--- config.mk ---
export PLATFORM = sky130hd
export DESIGN_NAME = lsb_message_embed_extract
export DESIGN_NICKNAME = d
export VERILOG_FILES = /design/src/hw/rtl/lsbme_pkg.sv /design/src/hw/rtl/lsbme_datapath.sv /design/src/hw/rtl/lsb_message_embed_extract.sv
export SDC_FILE = /design/constraint.sdc
export NUM_CORES = 2
export LEC_CHECK = 0
export BUFFER_PORTS_ARGS = -buffer_cell sky130_fd_sc_hd__buf_2
export CAP_MARGIN = 20
export CELL_PAD_IN_SITES_DETAIL_PLACEMENT = 0
export CELL_PAD_IN_SITES_GLOBAL_PLACEMENT = 1
export CORE_UTILIZATION = 50
export CTS_CLUSTER_SIZE = 28
export DETAILED_ROUTE_END_ITERATION = 10
export PLACE_DENSITY = 0.89
export SLEW_MARGIN = 20
export SYNTH_ARGS = -nofsm -noshare
export SYNTH_HDL_FRONTEND = slang
export SYNTH_SLANG_ARGS = --single-unit
--- constraint.sdc ---
create_clock -name aclk -period 10.6 [get_ports aclk]
set_input_delay 0 -clock aclk [delete_from_list [all_inputs] [get_ports aclk]]
set_output_delay 0 -clock aclk [all_outputs]
set_load 0.01 [all_outputs]
--- src/hw/rtl/lsbme_pkg.sv ---
`default_nettype none

package lsbme_pkg;

    localparam logic [1:0] CMD_RESTART = 2'd0;
    localparam logic [1:0] CMD_LOAD    = 2'd1;
    localparam logic [1:0] CMD_PROCESS = 2'd2;

    localparam logic [1:0] CFG_NUM_BITS = 2'd0;
    localparam logic [1:0] CFG_MODE     = 2'd1;

    localparam logic MODE_EMBED   = 1'b0;
    localparam logic MODE_EXTRACT = 1'b1;

    localparam logic KIND_WORD = 1'b0;
    localparam logic KIND_BYTE = 1'b1;

    localparam logic [4:0] MAX_BITS = 5'd16;

    // bytes completed by one word, then the word itself
    typedef struct packed {
        logic [1:0]  nbytes;
        logic [31:0] out_word;
        logic        word_done;
        logic [7:0]  byte0;
        logic [5:0]  idx0;
        logic        done0;
        logic [7:0]  byte1;
        logic [5:0]  idx1;
        logic        done1;
    } lsbme_result_t;

    function automatic logic [7:0] rev8(input logic [7:0] b);
        logic [7:0] r;
        for (int i = 0; i < 8; i++) begin
            r[i] = b[7 - i];
        end
        return r;
    endfunction

endpackage

`default_nettype wire

--- src/hw/rtl/lsbme_datapath.sv ---
`default_nettype none

module lsbme_datapath
    import lsbme_pkg::*;
#(
    parameter int MESSAGE_BYTES = 64
) (
    input  wire logic [$clog2(MESSAGE_BYTES * 8 + 1)-1:0] bit_pos,
    input  wire logic [7:0]                               gather,
    input  wire logic [15:0]                              window,
    input  wire logic [4:0]                               num_bits,
    input  wire logic                                     mode,
    input  wire logic [31:0]                              word,
    output lsbme_result_t                                 result,
    output logic [$clog2(MESSAGE_BYTES * 8 + 1)-1:0]      bit_pos_next,
    output logic [7:0]                                    gather_next
);

    localparam int TOTAL_BITS = MESSAGE_BYTES * 8;
    localparam int BP_W = $clog2(TOTAL_BITS + 1);
    localparam int CW = (BP_W > 5) ? BP_W : 5;
    localparam int DW = BP_W + 2;

    logic [4:0]      n_bits;
    logic [BP_W-1:0] remaining;
    logic [4:0]      used;
    logic [16:0]     mask17;
    logic [15:0]     mask;
    logic [15:0]     wm;
    logic [2:0]      off;
    logic [5:0]      span;
    logic [23:0]     seq;
    logic [BP_W-1:0] base;
    logic [BP_W+5:0] bp_ext;
    logic [5:0]      idx0;

    always_comb begin
        if (num_bits == 5'd0) begin
            n_bits = 5'd1;
        end else if (num_bits > MAX_BITS) begin
            n_bits = MAX_BITS;
        end else begin
            n_bits = num_bits;
        end

        remaining = BP_W'(TOTAL_BITS) - bit_pos;
        used = (CW'(remaining) < CW'(n_bits)) ? 5'(remaining) : n_bits;
        mask17 = (17'd1 << used) - 17'd1;
        mask = mask17[15:0];
        bit_pos_next = bit_pos + BP_W'(used);

        off = bit_pos[2:0];
        span = {3'b000, off} + {1'b0, used};
        base = {bit_pos[BP_W-1:3], 3'b000};
        bp_ext = (BP_W + 6)'(bit_pos);
        idx0 = bp_ext[8:3];

        wm = word[15:0] & mask;
        seq = {16'b0, rev8(gather)} | ({8'b0, wm} << off);

        result.byte0 = rev8(seq[7:0]);
        result.byte1 = rev8(seq[15:8]);
        result.idx0 = idx0;
        result.idx1 = idx0 + 6'd1;
        result.done0 = (DW'(base) + DW'(8)) >= DW'(TOTAL_BITS);
        result.done1 = (DW'(base) + DW'(16)) >= DW'(TOTAL_BITS);
        result.word_done = bit_pos_next == BP_W'(TOTAL_BITS);

        if (mode == MODE_EMBED) begin
            result.out_word = {word[31:16], (word[15:0] & ~mask) | (window & mask)};
            result.nbytes = 2'd0;
            gather_next = gather;
        end else begin
            result.out_word = word;
            if (span >= 6'd16) begin
                result.nbytes = 2'd2;
                gather_next = rev8(seq[23:16]);
            end else if (span >= 6'd8) begin
                result.nbytes = 2'd1;
                gather_next = rev8(seq[15:8]);
            end else begin
                result.nbytes = 2'd0;
                gather_next = rev8(seq[7:0]);
            end
        end
    end

endmodule

`default_nettype wire

--- src/hw/rtl/lsb_message_embed_extract.sv ---
`default_nettype none

// channel   direction  ports
// s_        in         s_valid s_ready s_cmd s_msg_byte s_word
// m_        out        m_valid m_ready m_kind m_out_word m_out_byte m_byte_index
//                      m_done_res m_last
// cfg_      in         cfg_valid cfg_ready cfg_index cfg_data
//
// one input transaction per cycle unless a processed word waits for the result
// register; a word passes through the input register, then the result register
// a processed word yields one result in embed mode and up to three in extract
// mode, one per cycle unless stalled; the result register then holds the next word
// reset clears positions and config; the message store keeps no reset value
// a stall on m_ holds the result register and backs up into the input register

module lsb_message_embed_extract
    import lsbme_pkg::*;
#(
    parameter int MESSAGE_BYTES = 64
) (
    input  wire logic        aclk,
    input  wire logic        aresetn,
    input  wire logic        s_valid,
    output logic             s_ready,
    input  wire logic [1:0]  s_cmd,
    input  wire logic [7:0]  s_msg_byte,
    input  wire logic [31:0] s_word,
    output logic             m_valid,
    input  wire logic        m_ready,
    output logic             m_kind,
    output logic [31:0]      m_out_word,
    output logic [7:0]       m_out_byte,
    output logic [5:0]       m_byte_index,
    output logic             m_done_res,
    output logic             m_last,
    input  wire logic        cfg_valid,
    output logic             cfg_ready,
    input  wire logic [1:0]  cfg_index,
    input  wire logic [4:0]  cfg_data
);

    localparam int TOTAL_BITS = MESSAGE_BYTES * 8;
    localparam int BP_W = $clog2(TOTAL_BITS + 1);
    localparam int LP_W = $clog2(MESSAGE_BYTES + 1);

    logic                  in_valid_reg;
    logic [1:0]            in_cmd_reg;
    logic [7:0]            in_byte_reg;
    logic [31:0]           in_word_reg;

    logic [BP_W-1:0]       bit_pos_reg;
    logic [LP_W-1:0]       load_pos_reg;
    logic [7:0]            gather_reg;
    logic [4:0]            num_bits_reg;
    logic                  mode_reg;
    logic [TOTAL_BITS-1:0] msg_reg;

    logic                  grp_valid_reg;
    logic [1:0]            grp_ptr_reg;
    lsbme_result_t         grp_reg;

    lsbme_result_t         result;
    logic [BP_W-1:0]       bit_pos_next;
    logic [7:0]            gather_next;
    logic [15:0]           window;
    logic                  grp_release;
    logic                  fire;
    logic                  out_take;

    assign window = 16'({16'b0, msg_reg} >> bit_pos_reg);

    lsbme_datapath #(
        .MESSAGE_BYTES(MESSAGE_BYTES)
    ) u_datapath (
        .bit_pos     (bit_pos_reg),
        .gather      (gather_reg),
        .window      (window),
        .num_bits    (num_bits_reg),
        .mode        (mode_reg),
        .word        (in_word_reg),
        .result      (result),
        .bit_pos_next(bit_pos_next),
        .gather_next (gather_next)
    );

    assign out_take = grp_valid_reg && m_ready;
    assign grp_release = out_take && (grp_ptr_reg == grp_reg.nbytes);
    assign fire = in_valid_reg
                  && ((in_cmd_reg != CMD_PROCESS) || !grp_valid_reg || grp_release);
    assign s_ready = !in_valid_reg || fire;
    assign cfg_ready = 1'b1;

    // input register
    always_ff @(posedge aclk) begin
        if (!aresetn) begin
            in_valid_reg <= 1'b0;
        end else if (s_ready) begin
            in_valid_reg <= s_valid;
        end
        if (s_ready && s_valid) begin
            in_cmd_reg <= s_cmd;
            in_byte_reg <= s_msg_byte;
            in_word_reg <= s_word;
        end
    end

    // config registers
    always_ff @(posedge aclk) begin
        if (!aresetn) begin
            num_bits_reg <= 5'd1;
            mode_reg <= MODE_EMBED;
        end else if (cfg_valid && cfg_ready) begin
            unique case (cfg_index)
                CFG_NUM_BITS: num_bits_reg <= cfg_data;
                CFG_MODE:     mode_reg <= cfg_data[0];
                default: ;
            endcase
        end
    end

    // message positions
    always_ff @(posedge aclk) begin
        if (!aresetn) begin
            bit_pos_reg <= '0;
            load_pos_reg <= '0;
            gather_reg <= 8'd0;
        end else if (fire) begin
            unique case (in_cmd_reg)
                CMD_RESTART: begin
                    bit_pos_reg <= '0;
                    load_pos_reg <= '0;
                    gather_reg <= 8'd0;
                end
                CMD_LOAD: begin
                    if (load_pos_reg < LP_W'(MESSAGE_BYTES)) begin
                        load_pos_reg <= load_pos_reg + LP_W'(1);
                    end
                end
                CMD_PROCESS: begin
                    bit_pos_reg <= bit_pos_next;
                    gather_reg <= gather_next;
                end
                default: ;
            endcase
        end
    end

    // message store, bit p of the message at msg_reg[p]
    always_ff @(posedge aclk) begin
        for (int i = 0; i < MESSAGE_BYTES; i++) begin
            if (fire && (in_cmd_reg == CMD_LOAD) && (load_pos_reg == LP_W'(i))) begin
                msg_reg[i * 8 +: 8] <= rev8(in_byte_reg);
            end
        end
    end

    // result register
    always_ff @(posedge aclk) begin
        if (!aresetn) begin
            grp_valid_reg <= 1'b0;
            grp_ptr_reg <= 2'd0;
        end else if (fire && (in_cmd_reg == CMD_PROCESS)) begin
            grp_valid_reg <= 1'b1;
            grp_ptr_reg <= 2'd0;
        end else if (grp_release) begin
            grp_valid_reg <= 1'b0;
        end else if (out_take) begin
            grp_ptr_reg <= grp_ptr_reg + 2'd1;
        end
        if (fire && (in_cmd_reg == CMD_PROCESS)) begin
            grp_reg <= result;
        end
    end

    always_comb begin
        m_valid = grp_valid_reg;
        if (grp_ptr_reg == grp_reg.nbytes) begin
            m_kind = KIND_WORD;
            m_out_word = grp_reg.out_word;
            m_out_byte = 8'd0;
            m_byte_index = 6'd0;
            m_done_res = grp_reg.word_done;
            m_last = 1'b1;
        end else if (grp_ptr_reg == 2'd0) begin
            m_kind = KIND_BYTE;
            m_out_word = 32'd0;
            m_out_byte = grp_reg.byte0;
            m_byte_index = grp_reg.idx0;
            m_done_res = grp_reg.done0;
            m_last = 1'b0;
        end else begin
            m_kind = KIND_BYTE;
            m_out_word = 32'd0;
            m_out_byte = grp_reg.byte1;
            m_byte_index = grp_reg.idx1;
            m_done_res = grp_reg.done1;
            m_last = 1'b0;
        end
    end

endmodule

`default_nettype wire

### After elaboration in Yosys (flattened, before gate mapping)

Index checks and enable logic that the tools add are counted.

* register bits after elaboration: 654
* word-level logic and storage cells: 299

* add/sub/neg operators: 9
* magnitude comparators: 7
* eq/ne operators: 71
* shifts and indexed selects: 3
* multiplexer cells: 24
* bitwise operators: 9
* reductions and logical operators: 91

Operators by type and width (number)
* right shift 512 x 10 -> 16 bit: 1
* equality test 7 x 6 -> 1 bit (second input constant): 32
* equality test 7 x 5 -> 1 bit (second input constant): 16
* logical AND 1 bit: 70
* equality test 7 x 4 -> 1 bit (second input constant): 8
* bitwise AND 16 bit: 3
* two-way mux 8 bit: 5
* two-way mux 32 bit: 1
* equality test 7 x 3 -> 1 bit (second input constant): 4
* greater-or-equal comparator 12 x 10 -> 1 bit (second input constant): 2
* bitwise OR 8 x 24 -> 24 bit: 1
* left shift 16 x 3 -> 24 bit: 1
* one-hot mux 10 bit (2 select lines): 1
* two-way mux 16 bit: 1
* inverter 16 bit: 1
* bitwise OR 16 bit: 1
* one-hot mux 8 bit (2 select lines): 1
* left shift 1 x 5 -> 16 bit (first input constant): 1
* subtractor 16 x 1 -> 16 bit (second input constant): 1
* two-way mux 5 bit: 3
* equality test 7 x 2 -> 1 bit (second input constant): 2
* one-hot mux 7 bit (2 select lines): 1
* two-way mux 6 bit: 2
* adder 10 x 4 -> 11 bit (second input constant): 1
* 31 further kinds: 54

### Depth between registers and ports, before layout

* depth in word-level cells: 14
* gate-level depth with buffers: 34
* depth with buffers taken out: 25

### By module

A second synthesis with hierarchy kept.

* cell total of the unflattened synthesis: 4173
* area, all modules: 51597.0 µm²

By module, submodules not included
* lsb_message_embed_extract: instances 1, cells each 3645, area each 48126.2 µm², sequential area each 19288.5 µm²
* lsbme_datapath: instances 1, cells each 528, area each 3470.8 µm², sequential area each 0.0 µm²

### Least setup slack after synthesis

No wires, ideal clock.

* path kind: register to register
* start point: reg bit_pos_reg[0]
* end point: reg gather_reg[2]
* setup time: 122 ps
* arrival: 6634 ps
* data required time: 10478 ps
* path slack: 3844 ps
* stages on the path, launching flop included: 32
* period minus slack after synthesis: 6756 ps
* cell sequence: dfxtp_1 buf_4 buf_4 inv_2 buf_2 buf_2 buf_2 buf_2 buf_1 ha_1 or2b_1 nor2_1 xnor2_1 inv_1 ha_1 o2111a_1 o31ai_1 o211ai_2 buf_6 nor2_1 clkbuf_1 o22ai_1 nand2_1 ha_1 inv_1 a21o_1 or4_1 nand3_1 nor2_1 mux4_2 a221o_1 a221o_1

RTL lines
* start, declared: line lsb_message_embed_extract.sv:51 `logic [BP_W-1:0] bit_pos_reg;`
* start signal, assigned: line lsb_message_embed_extract.sv:140 `bit_pos_reg <= bit_pos_next;`
* end signal, assigned: line lsb_message_embed_extract.sv:141 `gather_reg <= gather_next;`
* end, declared: line lsb_message_embed_extract.sv:53 `logic [7:0] gather_reg;`

==> run metrics <==
# rows=113; clock slew at reported path FFs=60 ps; area leader, netlist=edfxtp_1; GP Congestion=1.03; Post-synth EDFFs=619; critical path peak fanout=44; Layout Cells excl Fill=5,701; first-pass GRT wire length=243,000 um; Yosys top cell area share=0.385; cts hold-fix bufs=65; Post-Place Cells=5,493; layout cell share with drive strength beyond 1=0.200; final core utilization=0.550; Syn-to-layout area delta=8.51%; Synth Flop Type=edfxtp_1; Worst-Skew Late Latency=650 ps; max reg flops=512; LEAKAGE=0.0181 uW; Max-cap violations=0; WL final=165,000 um; total number of yosys warnings=0; Pwr Density=115 nW/um^2; top-count cell post-synth=nand2_1; Antenna Nets Post-Route=0; total negative slack=0 ps; Seq/Total Area, Yosys=0.400; Synth cell types=86; Vias/cell=6.87; endpoints failing setup=0; Post-CTS Resized=0; Core Region=95,300 um^2; relative slew slack=0.240; CP arrival=7870 ps; Starting Density=0.507; CTS max path bufs=3; Slew @ Worst Pin=1140 ps; CTS tree=built; Syn Area/Cell=10.8 um^2; DRT iter0 DRCs=5,811; PnR worst setup slack=3270 ps; ys async rst share=0; largest net degree at the start of global routing=204; CTS root buf=clkbuf_16; Post-Place Setup Slack=3400 ps; RSZ-0062 raised after global routing=no; Critical Path RT=11,140 ps; crit path time final=7330 ps; Die Wd=313 um; FMAX=136 MHz; DR WL/cell=28.9 um; Max H-tree Level=3; first-pass iteration count of the detailed router=7; Hold/Removal Path Class=primary input to flip-flop; DIE AREA=97,800 um^2; largest cells by area after synthesis=edfxtp_1 (39%), mux4_2 (19%), mux2i_1 (8.2%); outcome=finished clean; Worst Path Class, Setup=flip-flop to flip-flop; flops & latches, synth=654; initial antenna violation count=9; HPWL after DPL=114,000 um; Post-synth top cells=nand2_1 (763), edfxtp_1 (619), mux4_2 (415), mux2i_1 (395), nor2_1 (384); vias in the first global route=36,400; Fin. Hold Viols=0; post-synthesis cell area=48,300 um^2; total clock sinks=654; period utilization=0.692; DRC=0; Pins Over Slew Limit=0; overall power=6040 uW; setup bufs post-CTS=0; I/O Pins=106; IO buf count=104; CP Launch Type=flip-flop; Total GRT Usage=0.332; endpoint class of the critical path=flip-flop; syn nets=4,544; cts bufs inserted=76; Die Y=313 um; gr ovfl total=0; cells after synthesis=4,469; Final nets=4,446; maximum VDD drop=0.000147 V; via count=39,200; Setup Skew=37.3 ps
cell families (layout without fill, tap and decap cells):
group	Yosys count	count (layout)	share of synthesized area
AO/OA/AOI/OAI	964	964	0.120
XOR/XNOR	25	25	0.00454
adder cells (fa/ha/maj)	21	21	0.00560
buffers and inverters	444	408	0.0395
flip-flops	654	654	0.400
multiplexers	950	950	0.308
other	1	4	0.0000777
AND/OR/NAND/NOR	1410	1410	0.122
worst max-delay path: stages (launching register included):
cell and delay, ps:
dfxtp_4 750, inv_1 480, ha_1 440, xor2_1 470, clkinv_1 450, ha_1 400, o2111a_1 140, o31ai_1 100
o211a_1 490, a21oi_1 200, a21oi_1 410, nor2_1 100, nand2_1 80, ha_1 560, inv_1 220, a21o_1 210
or4_1 400, nand3_1 140, nor3_1 70, o41ai_2 500, o21ai_0 200, a221oi_1 310, o21ai_1 80
where the power goes:
group / internal (uW) / switching, uW / leakage, uW
sequential: 2840 / 22.5 / 0.00589
clock: 1510 / 1120 / 0.00121
combinational: 200 / 346 / 0.0110
layout by cell type (no fill, tap or decap), types with 30 or more instances in the layout:
master	instances
and2_1	49
buf_2	104
buf_4	54
a211oi_1	31
mux2i_1	395
nor3_1	30
nor2b_1	38
mux2_2	140
mux4_2	415
clkbuf_16	78
dlygate4sd3_1	65
edfxtp_1	619
o211ai_1	98
nand3_1	60
nand2_1	762
nor2_1	383
o21ai_0	324
a21oi_1	314
metal layers:
| layer | wire (um) | track usage |
|---|---|---|
| met3 | 19600 | 0.0811 |
| met2 | 71700 | 0.484 |
| met1 | 64200 | 0.465 |
| met5 | 44 | 0 |
| met4 | 9170 | 0.165 |
stage by stage:
stage	hold slack, ps	area [um^2]
after floorplan	98.9	48300
after global placement	177	49200
after detailed placement	178	49300
after CTS	18.4	52400
after global routing	38.3	52400
final	60.5	52400
cell type report:
cell class	count	area, um^2
Fill cell	8156	42900
Antenna cell	3	7.51
Timing Repair Buffer	233	1760
Inverter	35	158
Clock inverter	53	468
Multi-Input combinational cell	3371	27100
Tap cell	1265	1580
Sequential cell	654	19300
Clock buffer	87	2000
worst paths after layout:
check                                startpoint               to  slack (ps)  depth (start not counted)
worst min-delay path                 s_word[26]  in_word_reg[26]          60                          2
worst min register to register  in_word_reg[16]      grp_reg[47]         420                          0
worst max-delay path             bit_pos_reg[1]    gather_reg[3]        3270                         22
worst max register to register   bit_pos_reg[1]    gather_reg[3]        3270                         22
(Power assumes the default switching activity.)
